**src/hw/rtl/mss_pkg.sv**
```systemverilog
// types and constants shared by the motion safety supervisor and its checker
package mss_pkg;

  localparam int unsigned ModeW  = 3;
  localparam int unsigned OpW    = 3;
  localparam int unsigned FlagW  = 11;
  localparam int unsigned FaultW = 12;

  // operating modes
  localparam logic [ModeW-1:0] MODE_BOOT      = 3'd0;
  localparam logic [ModeW-1:0] MODE_SELF_TEST = 3'd1;
  localparam logic [ModeW-1:0] MODE_STANDBY   = 3'd2;
  localparam logic [ModeW-1:0] MODE_ARMED     = 3'd3;
  localparam logic [ModeW-1:0] MODE_ACTIVE    = 3'd4;
  localparam logic [ModeW-1:0] MODE_CSTOP     = 3'd5;
  localparam logic [ModeW-1:0] MODE_LATCHED   = 3'd6;
  localparam logic [ModeW-1:0] MODE_FWUPD     = 3'd7;

  // command opcodes
  localparam logic [OpW-1:0] OP_BEGIN_TEST  = 3'd0;
  localparam logic [OpW-1:0] OP_FINISH_TEST = 3'd1;
  localparam logic [OpW-1:0] OP_ARM         = 3'd2;
  localparam logic [OpW-1:0] OP_ACTIVATE    = 3'd3;
  localparam logic [OpW-1:0] OP_DISARM      = 3'd4;
  localparam logic [OpW-1:0] OP_FW_UPDATE   = 3'd5;
  localparam logic [OpW-1:0] OP_EVALUATE    = 3'd6;
  localparam logic [OpW-1:0] OP_CLEAR       = 3'd7;

  // fault bit positions
  localparam int unsigned FaultEstop    = 0;
  localparam int unsigned FaultCmdStale = 1;
  localparam int unsigned FaultRunaway  = 8;
  localparam int unsigned FaultSelfTest = 11;

  // faults that latch, and faults that force the bridge off
  localparam logic [FaultW-1:0] LATCH_MASK     = 12'hB79;
  localparam logic [FaultW-1:0] IMMEDIATE_MASK = 12'hB79;

  typedef struct packed {
    logic [OpW-1:0]   opcode;
    logic [FlagW-1:0] health_flags;
    logic             self_test_passed;
    logic             physical_ack;
  } mss_in_t;

  typedef struct packed {
    logic [ModeW-1:0]  mode;
    logic [FaultW-1:0] active_fault_mask;
    logic [FaultW-1:0] latched_fault_mask;
    logic              accepted;
    logic              motion_allowed;
    logic              bridge_disable;
  } mss_out_t;

endpackage

```
**src/hw/rtl/motion_safety_supervisor.sv**
```systemverilog
// motion safety supervisor: mode and fault mask update, one command per cycle unless the output stalls
//
//   channel | direction | handshake                  | payload
//   in      | input     | in_valid_i / in_stall_o    | in_data_i  (mss_in_t)
//   out     | output    | out_valid_o / out_stall_i  | out_data_o (mss_out_t)
//
// a command is registered on acceptance, then evaluated as it leaves the input stage,
// where the mode and fault masks update and the result register loads.
// the result is registered in the output stage; one command per cycle unless the output stalls.
// reset puts the mode in boot with both masks clear and both stages empty.
// a stall on the output holds the result and backs up into the input stage.
module motion_safety_supervisor
  import mss_pkg::*;
(
  input  logic     clk_i,
  input  logic     rst_ni,
  input  logic     in_valid_i,
  output logic     in_stall_o,
  input  mss_in_t  in_data_i,
  output logic     out_valid_o,
  input  logic     out_stall_i,
  output mss_out_t out_data_o
);

  logic              in_vld_q;
  mss_in_t           in_q;
  logic              out_vld_q;
  mss_out_t          out_q;
  logic [ModeW-1:0]  mode_q, mode_d;
  logic [FaultW-1:0] act_q, act_d;
  logic [FaultW-1:0] lat_q, lat_d;
  logic              accepted;
  logic              clean;
  logic              advance;
  logic [FaultW-1:0] eval_faults;
  logic              unsafe_mode;
  mss_out_t          res;

  assign advance    = in_vld_q && (!out_vld_q || !out_stall_i);
  assign in_stall_o = in_vld_q && !advance;
  assign clean      = (act_q == '0) && (lat_q == '0);

  // fault bits from the health flags; estop and runaway are bad when set
  always_comb begin
    eval_faults = {1'b0, ~in_q.health_flags};
    eval_faults[FaultEstop]   = in_q.health_flags[FaultEstop];
    eval_faults[FaultRunaway] = in_q.health_flags[FaultRunaway];
    // stale command only counts while motion is commanded
    if (mode_q != MODE_ACTIVE && mode_q != MODE_CSTOP) begin
      eval_faults[FaultCmdStale] = 1'b0;
    end
  end

  always_comb begin
    mode_d   = mode_q;
    act_d    = act_q;
    lat_d    = lat_q;
    accepted = 1'b1;
    unique case (in_q.opcode)
      OP_BEGIN_TEST: begin
        if (mode_q == MODE_BOOT) mode_d = MODE_SELF_TEST;
      end
      OP_FINISH_TEST: begin
        if (mode_q != MODE_SELF_TEST || !in_q.self_test_passed) begin
          act_d[FaultSelfTest] = 1'b1;
          lat_d[FaultSelfTest] = LATCH_MASK[FaultSelfTest];
        end else begin
          mode_d = MODE_STANDBY;
        end
      end
      OP_ARM: begin
        if (mode_q == MODE_STANDBY && clean) mode_d = MODE_ARMED;
        else accepted = 1'b0;
      end
      OP_ACTIVATE: begin
        if (mode_q == MODE_ARMED && clean) mode_d = MODE_ACTIVE;
        else accepted = 1'b0;
      end
      OP_DISARM: begin
        if (mode_q != MODE_FWUPD) mode_d = MODE_STANDBY;
      end
      OP_FW_UPDATE: begin
        if (mode_q == MODE_STANDBY && act_q == '0) mode_d = MODE_FWUPD;
      end
      OP_EVALUATE: begin
        act_d = eval_faults;
        lat_d = lat_q | (eval_faults & LATCH_MASK);
        priority if (lat_d != '0) begin
          mode_d = MODE_LATCHED;
        end else if (eval_faults != '0) begin
          if (mode_q == MODE_ACTIVE || mode_q == MODE_ARMED) mode_d = MODE_CSTOP;
        end else if (mode_q == MODE_CSTOP) begin
          mode_d = MODE_STANDBY;
        end
      end
      OP_CLEAR: begin
        if (in_q.physical_ack && act_q == '0) begin
          lat_d  = '0;
          mode_d = MODE_STANDBY;
        end else begin
          accepted = 1'b0;
        end
      end
      default: begin
        accepted = 1'b1;
      end
    endcase
  end

  assign unsafe_mode = (mode_d == MODE_BOOT) || (mode_d == MODE_SELF_TEST) ||
                       (mode_d == MODE_STANDBY) || (mode_d == MODE_LATCHED) ||
                       (mode_d == MODE_FWUPD);

  always_comb begin
    res.mode               = mode_d;
    res.active_fault_mask  = act_d;
    res.latched_fault_mask = lat_d;
    res.accepted           = accepted;
    res.motion_allowed     = (mode_d == MODE_ACTIVE) && (act_d == '0) && (lat_d == '0);
    res.bridge_disable     = unsafe_mode || (((act_d | lat_d) & IMMEDIATE_MASK) != '0);
  end

  always_ff @(posedge clk_i or negedge rst_ni) begin
    if (!rst_ni) begin
      in_vld_q  <= 1'b0;
      out_vld_q <= 1'b0;
      mode_q    <= MODE_BOOT;
      act_q     <= '0;
      lat_q     <= '0;
    end else begin
      if (!in_stall_o) in_vld_q <= in_valid_i;
      if (advance) begin
        out_vld_q <= 1'b1;
        mode_q    <= mode_d;
        act_q     <= act_d;
        lat_q     <= lat_d;
      end else if (!out_stall_i) begin
        out_vld_q <= 1'b0;
      end
    end
  end

  always_ff @(posedge clk_i) begin
    if (in_valid_i && !in_stall_o) in_q <= in_data_i;
    if (advance) out_q <= res;
  end

  assign out_valid_o = out_vld_q;
  assign out_data_o  = out_q;

endmodule

```
**config.mk**
```make
export PLATFORM = sky130hd
export DESIGN_NAME = motion_safety_supervisor
export DESIGN_NICKNAME = d
export VERILOG_FILES = /design/src/hw/rtl/mss_pkg.sv /design/src/hw/rtl/motion_safety_supervisor.sv
export SDC_FILE = /design/constraint.sdc
export NUM_CORES = 1
export LEC_CHECK = 0
export BUFFER_PORTS_ARGS = -buffer_cell sky130_fd_sc_hd__buf_2
export CAP_MARGIN = 15
export CORE_ASPECT_RATIO = 1.5
export CORE_MARGIN = 8
export CORE_UTILIZATION = 25
export CTS_CLUSTER_SIZE = 10
export DETAILED_ROUTE_END_ITERATION = 10
export GPL_ROUTABILITY_DRIVEN = 1
export PLACE_DENSITY = 0.5
export SETUP_SLACK_MARGIN = 0.02
export SLEW_MARGIN = 20
export SYNTH_ARGS = -nofsm -noshare
export SYNTH_HDL_FRONTEND = slang
export SYNTH_SLANG_ARGS = --single-unit
```
**constraint.sdc**
```tcl
create_clock -name clk_i -period 2.4 [get_ports clk_i]
set_input_delay 0.48 -clock clk_i [delete_from_list [all_inputs] [get_ports clk_i]]
set_output_delay 0.48 -clock clk_i [all_outputs]
set_load 0.05 [all_outputs]
```
# Word level (Yosys, flattened, before mapping)
# Cells that the tools add are included.
# classes
n_eq_ne	21
mux	26
n_bitwise	3
reduce_logical	34
# ops
op	n
$logic_not A12 Y1	4
$reduce_bool A12 Y1	3
$mux W3	11
$eq A3 B3 Y1 const B	9
$pmux W3 S8	1
$pmux W11 S2	1
$eq A3 B2 Y1 const B	5
$mux W12	1
$or A12 B10 Y12	1
$or A12 B12 Y12	1
$logic_and A1 B1 Y1	11
$mux W11	1
$not A11 Y11	1
$logic_not A3 Y1	3
$ne A3 B3 Y1 const B	3
$logic_or A1 B1 Y1	8
$mux W1	8
$eq A3 B1 Y1 const B	2
$pmux W1 S3	2
$logic_not A1 Y1	5
$ne A3 B1 Y1 const B	1
$ne A2 B1 Y1 const B	1
$pmux W1 S2	1
# word_totals
reg_bits	75
inputBits	20
wordCells	99

# Longest topological paths before layout
# logic_depth
depth_word	13
depth_mapped	8

# Worst setup path before layout
# No wires, ideal clock.
# synth_path
path_kind	flip-flop to flip-flop
from	register out_vld_q (netlist: out_valid_o)
to	register act_q[6]
setup_time_ps	118
arrival_ps	2281
required_ps	2282
slack_ps	1
path_stages_with_launch	7
path_buffers	1
cell_sequence	dfrtp_1 nand2_1 nand2_1 inv_1 nand2_1 clkbuf_1 a21o_1
# synth_via
elab_chain_len	3
# synth_lines
element	line	rtl
start, declared	motion_safety_supervisor.sv:27	logic out_vld_q;
start signal, assigned	motion_safety_supervisor.sv:126	out_vld_q <= 1'b0;
start signal, assigned	motion_safety_supervisor.sv:133	out_vld_q <= 1'b1;
start signal, assigned	motion_safety_supervisor.sv:138	out_vld_q <= 1'b0;
$logic_not A1 Y1	motion_safety_supervisor.sv:39	assign advance = in_vld_q && (!out_vld_q || !out_stall_i);
$logic_or A1 B1 Y1	motion_safety_supervisor.sv:39	
$logic_and A1 B1 Y1	motion_safety_supervisor.sv:39	
named net advance	motion_safety_supervisor.sv:34	logic advance;
end signal, assigned	motion_safety_supervisor.sv:135	act_q <= act_d;
end, declared	motion_safety_supervisor.sv:30	logic [FaultW-1:0] act_q, act_d;
# The timed path passes the listed nets, and every way through them passes these cells.
# A chain may end at the register's enable or synchronous reset.

==> summary.txt <==
# placed instances -> 524
Warnings, synthesis -> 0
worst hold path type -> in -> async
ANT nets after route -> 0
CTS max path bufs -> 2
status -> complete, but fails checks
Synth Area per Inst -> 11.35 sq um
drt first pass iters -> 4
GRT Residual Overflow -> 0
fin crit share -> 100.5%
Rel. slew slack -> 54.13%
Critical path origin -> lat_q[5]$_DFFE_PN0P_
total die area -> 17070 sq um
failing checks -> setup timing
Final Hold Viols -> 0
first-pass GRT wire length -> 13.06 mm
Synthesized Nets -> 308
EDFF count, synth -> 46
vias in the first global route -> 2547
Clock Latency Late Sink -> 0.34 ns
ant diodes -> 0
Yosys cell types -> 43
clk sinks -> 75
Die X -> 109.4 um
Initial Utilization -> 25.36%
TritonCTS clock tree -> done
initial antenna violation count -> 0
GP Congestion -> 0.8609
Port Buf Inserts -> 51
share of the synthesized area in the top cell type -> 42.25%
Core Util, Final -> 33.68%
Detail Placement HPWL -> 6.436 mm
total CTS buffers -> 9
Synth area leader -> edfxtp_1
DR DRC count -> 0
Max-Cap Viols -> 0
final std cells w/o fill -> 545
H-tree levels -> 3
row cnt -> 51
# fillers -> 1320
worst setup margin -> -0.01144 ns
Final nets -> 401
largest net degree at the start of global routing -> 35
final setup fails -> 1
Root Driver -> clkbuf_16
register bit total from synthesis -> 75
ratio of cells with drive above 1 in the final layout -> 32.64%
power per cell area -> 915.2 nW/um^2
hold-fix buffers at CTS -> 0
R2R Setup Slk -> -0.01 ns
IO Pins -> 52
asr flop ratio synth -> 38.67%
GRT Total Usage -> 10.13%
post-synthesis sequential area ratio -> 64.45%
worst slew pin tran -> 0.6881 ns
Worst EP arrival -> 2.50 ns
synthesis-to-finish area growth -> 32.80%
Clk pin slew, worst setup/hold paths -> 0.06 ns
Worst Setup Start Kind -> flip-flop
Final min period -> 2.411 ns
FF/Latch Area -> 2107 sq um
RSZ-0062 raised after global routing -> yes
DRT Wirelength -> 8.359 mm
skew final -> 0.005156 ns
kind of critical path -> reg -> reg
Via density -> 4.628
multi-input logic area -> 1126 sq um
cells after synthesis -> 288
largest cells by area after synthesis -> edfxtp_1 42%, dfrtp_1 22%, nor2_1 5.5%
Max Slew Vio Count -> 0
Worst VDD drop -> 0.3162 mV
Reg2Reg Depth -> 9
Mapped Area -> 3269 sq um
critical-path maximum fanout -> 3
drt initial violations -> 123
fmax -> 414.7 MHz
Vias -> 2522
Die Y-Extent -> 156.1 um
crit path capture type -> flip-flop
Most used DFF post-synth -> edfxtp_1
reg2reg end -> out_data_o[0]$_DFFE_PP_
Core ar. -> 12890 sq um
Leakage -> 1.844 nW
CP required -> 2.49 ns
routed len/inst -> 15.34 um
R2R Path Start -> lat_q[5]$_DFFE_PN0P_
[how the worst max path moves through the flow]
stage | end | slack, ns | cells after the start
finish | out_data_o[0]$_DFFE_PP_ | -0.01 | 9
global placement | out_data_o[0]$_DFFE_PP_ | -0.01 | 8
floorplan | act_q[10]$_DFFE_PN0P_ | 0.06 | 6
detailed placement | out_data_o[0]$_DFFE_PP_ | -0.03 | 8
global route | out_data_o[0]$_DFFE_PP_ | -0.13 | 8
CTS | out_data_o[0]$_DFFE_PP_ | 0.02 | 8
[power by group]
| group | total [mW] | internal, mW | leakage, nW | switching [mW] |
|---|---|---|---|---|
| clock | 1.33 | 0.800 | 0.141 | 0.527 |
| sequential | 1.73 | 1.59 | 0.788 | 0.136 |
| combinational | 0.919 | 0.344 | 0.915 | 0.576 |
| total | 3.97 | 2.73 | 1.84 | 1.24 |
[sequential cells by signal, indices dropped and copies added, names as in the netlist]
signal,cells
out_data_o,30
in_q,14
act_q,12
lat_q,12
mode_q,3
eval_faults,2
in_vld_q,1
out_valid_o,1
[critical path: stages (launching register included)]
cell and delay [ns]:
dfrtp_1 0.39, nor4_2 0.26, buf_4 0.15, nand4_1 0.15, or2_1 0.29, a2111oi_1 0.36
buf_4 0.18, a211o_1 0.14, and3_1 0.16, o21ai_1 0.07
[Yosys cell counts, types with 2 or more instances]
| cell | instances |
|---|---|
| nor2_1 | 48 |
| edfxtp_1 | 46 |
| nand2_1 | 31 |
| dfrtp_1 | 29 |
| o21ai_0 | 16 |
| clkbuf_1 | 12 |
| a21o_1 | 11 |
| inv_1 | 9 |
| nor2b_1 | 9 |
| a21oi_1 | 8 |
| nor4_1 | 7 |
| a31oi_1 | 5 |
| nand2b_1 | 5 |
| nand4_1 | 5 |
| nor3_1 | 5 |
| nand3_1 | 4 |
| nand3b_1 | 4 |
| mux2_2 | 3 |
| nor4_2 | 3 |
| a2111oi_0 | 2 |
| and2_1 | 2 |
| o21a_1 | 2 |
| o31ai_1 | 2 |
[through the flow]
stage / total power, mW / hold slack (ns) / setup TNS [ns] / setup slack [ns] / area (sq um)
after floorplan: 2.287 / 0.1844 / 0 / 0.06343 / 3273
after global placement: 2.632 / 0.4710 / -0.01407 / -0.01407 / 3968
after detailed placement: 2.637 / 0.4917 / -0.03443 / -0.02666 / 3968
after CTS: 3.972 / 0.2057 / 0 / 0.02126 / 4270
after global routing: 4.147 / 0.2513 / -0.1912 / -0.1338 / 4342
final: 3.973 / 0.1858 / -0.01144 / -0.01144 / 4342
[area by class of cell]
cell class / count / area share (%)
Timing Repair Buffer: 94 / 13.31
Clock inverter: 7 / 1.585
Inverter: 9 / 0.8646
Sequential cell: 75 / 48.53
Multi-Input combinational cell: 192 / 25.94
Tap cell: 159 / 4.582
Clock buffer: 9 / 5.187
[logic make-up after synthesis]
group,synth area share [%]
flops,64.45
simple gates,19.82
buf+inv,2.411
compound gates,11.98
mux,1.339
[cell usage in the layout (no fill, tap or decap), types with 4 or more instances in the layout]
cell type and n:
a21o_1 11, a21oi_1 8, a31oi_1 5, buf_2 51, buf_4 43, clkbuf_16 9
dfrtp_1 29, edfxtp_1 46, inv_1 8, nand2_1 29, nand2b_1 5, nand3_1 4
nand3b_1 4, nand4_1 5, nor2_1 47, nor2b_1 9, nor3_1 4, nor4_1 4
nor4_2 5, o21ai_0 15
[repair_timing]
action	CTS	global route
pin swaps	2	2
setup buffers	0	5
endpoints found under the setup margin	2	4
resized for setup	3	8
cloned	0	0
[layer usage]
metal	wire length [um]	GRT usage, %
met1	3223	10.49
met2	4402	17.58
met3	384	2.026
met4	348	7.171
met5	0	0
(Power assumes the default switching activity.)
